<file path="src/rtl/mrpsm_pkg.sv">
// package: shared constants and types for the partial-sum merge router
package mrpsm_pkg;
	localparam int TABLE_DEPTH_DEF = 16;
	localparam int KEY_WIDTH_DEF = 16;
	localparam int DATA_WIDTH_DEF = 32;
	localparam int COORD_W = 8;
	localparam int NIB_W = 4;
	localparam int GS_W = 4;
	localparam int ROUTE_W = 3;
	localparam logic [GS_W-1:0] GS_RESET = 4'd8;
	localparam logic [ROUTE_W-1:0] ROUTE_UP = 3'd0;
	localparam logic [ROUTE_W-1:0] ROUTE_DOWN = 3'd1;
	localparam logic [ROUTE_W-1:0] ROUTE_LEFT = 3'd2;
	localparam logic [ROUTE_W-1:0] ROUTE_RIGHT = 3'd3;
	localparam logic [ROUTE_W-1:0] ROUTE_ABSORBED = 3'd4;
	localparam logic [ROUTE_W-1:0] ROUTE_COMPLETE = 3'd5;
	localparam logic [ROUTE_W-1:0] ROUTE_DROPPED = 3'd6;
	localparam logic REG_NODE_COORD = 1'b0;
	localparam logic REG_GROUP_SIZE = 1'b1;
	localparam int CFG_W = 8;

	// per-cell command: one packet looked up against the row
	typedef struct packed {
		logic       lookup;
		logic       sel;
		logic       alloc;
		logic       release_e;
		logic       update;
	} mrpsm_cmd_t;
endpackage

</file>
<file path="src/rtl/mrpsm_cell.sv">
// one table entry: key, sums, count, valid; compares and holds its part of the state
module mrpsm_cell #(
	parameter int KEY_WIDTH = mrpsm_pkg::KEY_WIDTH_DEF,
	parameter int DATA_WIDTH = mrpsm_pkg::DATA_WIDTH_DEF
) (
	input  logic                    clk,
	input  logic                    arst_n,
	input  logic [3*KEY_WIDTH-1:0]  key,
	input  logic [DATA_WIDTH-1:0]   v0,
	input  logic [DATA_WIDTH-1:0]   v1,
	input  logic [mrpsm_pkg::GS_W-1:0] cnt_in,
	input  logic [DATA_WIDTH-1:0]   s0_in,
	input  logic [DATA_WIDTH-1:0]   s1_in,
	input  mrpsm_pkg::mrpsm_cmd_t   cmd,
	input  logic                    hit_in,
	input  logic                    free_in,
	output logic                    hit_out,
	output logic                    free_out,
	output logic                    hit_here,
	output logic                    free_here,
	output logic [DATA_WIDTH-1:0]   sum0,
	output logic [DATA_WIDTH-1:0]   sum1,
	output logic [mrpsm_pkg::GS_W-1:0] count
);
	import mrpsm_pkg::*;
	logic                  valid_q;
	logic [3*KEY_WIDTH-1:0] key_q;
	logic [DATA_WIDTH-1:0] sum0_q, sum1_q;
	logic [GS_W-1:0]       count_q;
	logic                  match;

	assign match     = valid_q && (key_q == key);
	assign hit_here  = match && !hit_in;
	assign hit_out   = hit_in || match;
	assign free_here = !valid_q && !free_in;
	assign free_out  = free_in || !valid_q;
	assign sum0      = sum0_q;
	assign sum1      = sum1_q;
	assign count     = count_q;

	always_ff @(posedge clk or negedge arst_n) begin
		if (!arst_n) begin
			valid_q <= 1'b0;
		end else if (cmd.lookup && cmd.sel) begin
			if (cmd.release_e) begin
				valid_q <= 1'b0;
			end else if (cmd.alloc) begin
				valid_q <= 1'b1;
			end
		end
	end

	always_ff @(posedge clk) begin
		if (cmd.lookup && cmd.sel) begin
			if (cmd.alloc) begin
				key_q   <= key;
				sum0_q  <= v0;
				sum1_q  <= v1;
				count_q <= GS_W'(1);
			end else if (cmd.update) begin
				sum0_q  <= s0_in;
				sum1_q  <= s1_in;
				count_q <= cnt_in;
			end
		end
	end
endmodule

</file>
<file path="src/rtl/mesh_router_partial_sum_merge_core.sv">
// top level: xy routing and tag-matched accumulation over a row of entry cells
// One packet is taken per cycle whenever start is high and busy low; busy stays low, so
// the block accepts an item every clock. Each item yields one result with strobe high in
// the following cycle; the lookup runs combinationally across the row of TABLE_DEPTH
// cells; the updated entry is written back at the same edge. Results cannot be stalled.
module mesh_router_partial_sum_merge_core #(
	parameter int TABLE_DEPTH = mrpsm_pkg::TABLE_DEPTH_DEF,
	parameter int KEY_WIDTH = mrpsm_pkg::KEY_WIDTH_DEF,
	parameter int DATA_WIDTH = mrpsm_pkg::DATA_WIDTH_DEF
) (
	input  logic                           clk,
	input  logic                           arst_n,
	input  logic                           start,
	output logic                           busy,
	input  logic [mrpsm_pkg::COORD_W-1:0]  dest_coord,
	input  logic [KEY_WIDTH-1:0]           key_r,
	input  logic [KEY_WIDTH-1:0]           key_b,
	input  logic [KEY_WIDTH-1:0]           key_p,
	input  logic signed [DATA_WIDTH-1:0]   val0,
	input  logic signed [DATA_WIDTH-1:0]   val1,
	input  logic                           cfg_we,
	input  logic                           cfg_index,
	input  logic [mrpsm_pkg::CFG_W-1:0]    cfg_data,
	output logic                           strobe,
	output logic [mrpsm_pkg::ROUTE_W-1:0]  route,
	output logic [mrpsm_pkg::COORD_W-1:0]  out_dest,
	output logic [KEY_WIDTH-1:0]           out_key_r,
	output logic [KEY_WIDTH-1:0]           out_key_b,
	output logic [KEY_WIDTH-1:0]           out_key_p,
	output logic signed [DATA_WIDTH-1:0]   out_val0,
	output logic signed [DATA_WIDTH-1:0]   out_val1
);
	import mrpsm_pkg::*;

	logic [COORD_W-1:0] node_q;
	logic [GS_W-1:0]    gs_q;
	logic               acc;
	logic               here;
	logic [3*KEY_WIDTH-1:0] key;
	logic [TABLE_DEPTH:0] hit_c, free_c;
	logic [TABLE_DEPTH-1:0] hit_v, free_v;
	logic [DATA_WIDTH-1:0] s0_v [TABLE_DEPTH];
	logic [DATA_WIDTH-1:0] s1_v [TABLE_DEPTH];
	logic [GS_W-1:0]       c_v  [TABLE_DEPTH];
	logic [DATA_WIDTH-1:0] hs0, hs1, ns0, ns1;
	logic [GS_W-1:0]       hc, nc;
	logic                  any_hit, any_free, done_hit;
	logic [ROUTE_W-1:0]    rt;
	logic [COORD_W-1:0]    od;
	logic [DATA_WIDTH-1:0] ov0, ov1;
	logic                  strobe_q;
	logic [ROUTE_W-1:0]    route_q;
	logic [COORD_W-1:0]    dest_q;
	logic [3*KEY_WIDTH-1:0] key_q;
	logic [DATA_WIDTH-1:0] v0_q, v1_q;

	assign busy = 1'b0;
	assign acc  = start && !busy;
	assign key  = {key_r, key_b, key_p};
	assign here = (dest_coord == node_q);
	assign hit_c[0]  = 1'b0;
	assign free_c[0] = 1'b0;

	genvar g;
	for (g = 0; g < TABLE_DEPTH; g++) begin : g_cell
		mrpsm_cmd_t cmd;
		assign cmd.lookup    = acc && here;
		assign cmd.sel       = hit_v[g] || (!any_hit && free_v[g]);
		assign cmd.alloc     = !hit_v[g] && (gs_q > GS_W'(1));
		assign cmd.release_e = hit_v[g] && done_hit;
		assign cmd.update    = hit_v[g] && !done_hit;
		mrpsm_cell #(.KEY_WIDTH(KEY_WIDTH), .DATA_WIDTH(DATA_WIDTH)) u_cell (
			.clk(clk), .arst_n(arst_n), .key(key), .v0(val0), .v1(val1),
			.cnt_in(nc), .s0_in(ns0), .s1_in(ns1), .cmd(cmd),
			.hit_in(hit_c[g]), .free_in(free_c[g]),
			.hit_out(hit_c[g+1]), .free_out(free_c[g+1]),
			.hit_here(hit_v[g]), .free_here(free_v[g]),
			.sum0(s0_v[g]), .sum1(s1_v[g]), .count(c_v[g])
		);
	end

	always_comb begin
		hs0 = '0;
		hs1 = '0;
		hc  = '0;
		for (int i = 0; i < TABLE_DEPTH; i++) begin
			hs0 = hs0 | (s0_v[i] & {DATA_WIDTH{hit_v[i]}});
			hs1 = hs1 | (s1_v[i] & {DATA_WIDTH{hit_v[i]}});
			hc  = hc  | (c_v[i]  & {GS_W{hit_v[i]}});
		end
	end

	assign any_hit  = hit_c[TABLE_DEPTH];
	assign any_free = free_c[TABLE_DEPTH];
	assign ns0 = hs0 + val0;
	assign ns1 = hs1 + val1;
	assign nc  = hc + GS_W'(1);
	assign done_hit = (nc >= gs_q);

	always_comb begin
		od  = '0;
		ov0 = '0;
		ov1 = '0;
		if (dest_coord[7:4] < node_q[7:4]) begin
			rt = ROUTE_UP;
		end else if (dest_coord[7:4] > node_q[7:4]) begin
			rt = ROUTE_DOWN;
		end else if (dest_coord[3:0] < node_q[3:0]) begin
			rt = ROUTE_LEFT;
		end else if (dest_coord[3:0] > node_q[3:0]) begin
			rt = ROUTE_RIGHT;
		end else if (any_hit) begin
			rt = done_hit ? ROUTE_COMPLETE : ROUTE_ABSORBED;
			if (done_hit) begin
				ov0 = ns0;
				ov1 = ns1;
			end
		end else if (gs_q <= GS_W'(1)) begin
			rt  = ROUTE_COMPLETE;
			ov0 = val0;
			ov1 = val1;
		end else if (!any_free) begin
			rt = ROUTE_DROPPED;
		end else begin
			rt = ROUTE_ABSORBED;
		end
		if (!here) begin
			od  = dest_coord;
			ov0 = val0;
			ov1 = val1;
		end
	end

	always_ff @(posedge clk or negedge arst_n) begin
		if (!arst_n) begin
			node_q   <= '0;
			gs_q     <= GS_RESET;
			strobe_q <= 1'b0;
		end else begin
			strobe_q <= acc;
			if (cfg_we) begin
				case (cfg_index)
					REG_NODE_COORD: node_q <= cfg_data;
					REG_GROUP_SIZE: gs_q   <= cfg_data[GS_W-1:0];
					default: ;
				endcase
			end
		end
	end

	always_ff @(posedge clk) begin
		if (acc) begin
			route_q <= rt;
			dest_q  <= od;
			key_q   <= key;
			v0_q    <= ov0;
			v1_q    <= ov1;
		end
	end

	assign strobe    = strobe_q;
	assign route     = route_q;
	assign out_dest  = dest_q;
	assign out_key_r = key_q[3*KEY_WIDTH-1:2*KEY_WIDTH];
	assign out_key_b = key_q[2*KEY_WIDTH-1:KEY_WIDTH];
	assign out_key_p = key_q[KEY_WIDTH-1:0];
	assign out_val0  = v0_q;
	assign out_val1  = v1_q;
endmodule

</file>
<file path="config.mk">
export PLATFORM = sky130hd
export DESIGN_NAME = mesh_router_partial_sum_merge_core
export DESIGN_NICKNAME = d
export VERILOG_FILES = /design/src/rtl/mrpsm_pkg.sv /design/src/rtl/mrpsm_cell.sv /design/src/rtl/mesh_router_partial_sum_merge_core.sv
export SDC_FILE = /design/constraint.sdc
export NUM_CORES = 2
export LEC_CHECK = 0
export BUFFER_PORTS_ARGS = -buffer_cell sky130_fd_sc_hd__clkbuf_2
export CAP_MARGIN = 20
export CORE_MARGIN = 3
export CORE_UTILIZATION = 55
export CTS_CLUSTER_SIZE = 14
export DETAILED_ROUTE_END_ITERATION = 8
export MAX_ROUTING_LAYER = met4
export PLACE_DENSITY_LB_ADDON = 0.1
export RECOVER_POWER = 50
export SLEW_MARGIN = 0
export SYNTH_ARGS = -nofsm -noshare
export SYNTH_HDL_FRONTEND = slang
export SYNTH_SLANG_ARGS = --single-unit
</file>
<file path="constraint.sdc">
create_clock -name clk -period 13.65 [get_ports clk]
set_input_delay 0.6825 -clock clk [delete_from_list [all_inputs] [get_ports clk]]
set_output_delay 0.6825 -clock clk [all_outputs]
set_load 0.03 [all_outputs]
</file>
==> impl_results.md <==
* Status: complete, but fails checks
* Failing checks: max-capacitance violations, max-slew violations
* Number of core rows at 149
* Remaining antenna violation count at 0
* Chip width at 415 um
* Final wirelength at 280 mm
* RSZ-0062 raised after global routing: no
* Via count at 64100
* CP max FO at 50
* Reg2reg end: g_cell[15].u_cell.sum1[27]
* Count leader, synth: edfxtp_1
* Vias in the first global route at 60500
* Total Negative Setup Slacks at 0 ns
* Hold depth at 3
* Worst Setup Start Kind: input port
* Sw Ratio at 0.242
* Htree depth at 4
* CTS tree: built
* Initial antenna violation count at 14
* Synth top area cells: edfxtp_1 (65%), nand2_1 (5.9%), o21ai_0 (5.3%), xnor2_1 (3.8%), xor2_1 (3.5%)
* FF-to-FF Start: g_cell[6].u_cell.key_q[44]
* EDFF count, synth at 1979
* Routed len/inst at 27.7 um
* Nets at 7980
* Clock sink count at 2008
* Pre-Repair DR Iteration Count at 7
* FF-to-FF path depth at 12
* Core box area at 166000 sq um
* Sw Pwr at 3290 uW
* CP Data Required Time at 14.10 ns
* Slew HR at -1.60
* IO Count at 258
* Total GRT Usage at 0.330
* DR iter-0 viols at 8727
* Worst-Skew Late Latency at 0.86 ns
* GRT overflow at 0
* Library cells used by synthesis at 81
* Die Y at 415 um
* Pwr dens at 134 nW/um^2
* First-pass GRT wire length at 409 mm
* Top cell type's share of synthesized area at 0.645
* Yosys warns at 0
* Starting Density at 0.556
* Top cells by instance count after synthesis: edfxtp_1 (1979), nand2_1 (1438), o21ai_0 (980), clkbuf_1 (505), xnor2_1 (403)
* Slew Viols, Final at 2042
* Avg Cell Area, Syn at 11.9 sq um
* HPWL after detailed placement at 170 mm
* Fraction of registers with async set/reset at 0.0144
* Maximum vdd drop at 134 uV
* Fin crit share at 0.871
* Data arrival time of the worst path at 12.35 ns
* Min-delay src: cfg_data[7]
* Clk pwr share at 0.407
* Via density at 6.32
* Setup Skew at 0.0423 ns
* Tightest Hold Check Type: input port to flip-flop
* Pleak at 0.0355 uW
* Comb pwr share at 0.085
* Max-Cap Viols at 57
* Drt drc at 0
* IO Port Bufs at 256
* Largest net degree at the start of global routing at 93
* Reg power frac at 0.508
* Min Tclk post-route at 11.90 ns
* Post-synth top area cell: edfxtp_1
* Total die area at 172000 sq um
* Seq cells post-synth at 2008
* Internal at 10300 uW
* Mapped cell area at 92100 sq um
* Share of cells above drive strength 1 at 0.0809
* Clk slew on worst S/H paths at 0.06 ns
* Hold Violations, Final at 0
* Num CTS Buffers at 203
* WHS Endpoint: node_q[7]
* Layout area overhead at 10.2%
* RePlAce Congestion at 0.925
* Fmax at 0.0841 GHz
* Post-Route Utilization at 0.613
* Main synth FF type: edfxtp_1
* Register area share after synthesis at 0.653
* Cells after Synth at 7751
* Kind of critical path: input port to flip-flop
* Slew @ Worst Pin at 3.90 ns
* Crit. End Element: flip-flop
* Reg2Reg Setup Slack at 3.49 ns
* Final setup viols at 0
* Clock buffer depth at 3
* Cts repair resizes at 0
* Syn_nets at 7961
* Clock Tree Root: clkbuf_16
==> per-stage QoR <==
| step | worst slack [ns] | instance area [sq um] | power [uW] | instances | hold slack, ns |
|---|---|---|---|---|---|
| floorplan | 2.68 | 92100 | 7770 | 7751 | 0.387 |
| global placement | 2.93 | 95200 | 8130 | 9719 | 0.496 |
| detailed placement | 3.22 | 95300 | 8170 | 9736 | 0.516 |
| CTS | 3.77 | 102000 | 13600 | 10100 | 0.000825 |
| global route | 1.60 | 101000 | 14000 | 10100 | 0.0499 |
| finish | 1.75 | 101000 | 13600 | 10100 | 0.0674 |
==> worst max-delay path by stage <==
stage,from,endpoint,slack (ns),depth (start not counted)
global placement,key_b[7],out_val1[28],2.93,29
global route,key_r[4],g_cell[5].u_cell.sum0[17],1.60,16
CTS,key_p[4],out_val1[28],3.77,31
detailed placement,key_p[6],out_val1[28],3.22,30
finish,key_r[4],g_cell[5].u_cell.sum0[15],1.75,16
floorplan,key_b[0],g_cell[1].u_cell.count[0],2.68,24
==> metal layers <==
metal,global-route usage,share of wire,vias up
met5,-,0,-
met4,0.100,0.032,0
met3,0.0600,0.11,511
met2,0.489,0.45,3771
met1,0.468,0.41,31500
li1,-,-,28300
==> worst max-delay path: stages <==
cell,delay [ns]
clkbuf_2,0.07
clkbuf_1,1.85
inv_1,0.66
o22ai_1,0.28
nor4_1,0.12
and4_1,0.21
a221o_1,0.54
or4_1,0.76
nor4b_4,0.41
nand4b_1,0.81
nor3_1,1.30
nand3_1,0.53
nor3b_1,0.32
clkbuf_1,2.36
a21o_4,0.47
buf_4,0.86
==> area by class of cell <==
| type | count | area (sq um) |
|---|---|---|
| fillers | 13100 | 64100 |
| flip-flops and latches | 2008 | 60200 |
| multi-input cells | 4965 | 29100 |
| clock buffers | 249 | 5270 |
| well taps | 2189 | 2740 |
| repair buffers | 478 | 2550 |
| clock inverters | 124 | 1220 |
| inverters | 114 | 429 |
| diodes | 11 | 27.5 |
==> cells by family after synthesis <==
logic type      after synthesis  share of synthesized area
compound gates             1777                      0.115
xor+xnor                    770                     0.0734
fa+ha+maj                    77                     0.0106
buf+inv                     778                     0.0348
flops                      2008                      0.653
mux                          21                    0.00250
other cells                   1                  0.0000407
simple gates               2319                      0.111
==> power groups by stage <==
stage	registers (uW)	logic [uW]	clock network, uW
floorplan	7080	687	0
global placement	7030	1100	0
detailed placement	7030	1140	0
CTS	6900	1140	5600
global route	6910	1270	5840
finish	6910	1160	5550
==> state kept, by name (all words and copies together) (netlist names) <==
name and cells:
g_cell.u_cell.count 64, g_cell.u_cell.key_q 768, g_cell.u_cell.sum0 512, g_cell.u_cell.sum1 512, g_cell.u_cell.valid_q 16, gs_q 4, key_q 48, node_q 8
out_dest 8, out_val0 32, out_val1 32, route 3, strobe 1
==> cell usage in the layout, fill, tap and decap left out, types with 32 or more instances in the layout <==
cell	n
edfxtp_1	1979
nand2_1	1430
o21ai_0	979
xnor2_1	401
xor2_1	366
nor2_1	285
a21oi_1	271
clkbuf_1	271
nand4_1	224
clkbuf_16	204
a22oi_1	192
buf_4	134
nor4_1	112
clkbuf_2	105
inv_1	101
ha_1	75
a222oi_1	68
a221oi_1	67
clkinv_1	49
nand3_1	40
clkinv_2	38
a21o_1	32
==> repair_timing <==
action,4_1_cts,5_1_grt
hold endpoints to repair,29,0
setup buffers,0,0
hold buffers,2,0
Power figures use the tool's default switching activity.
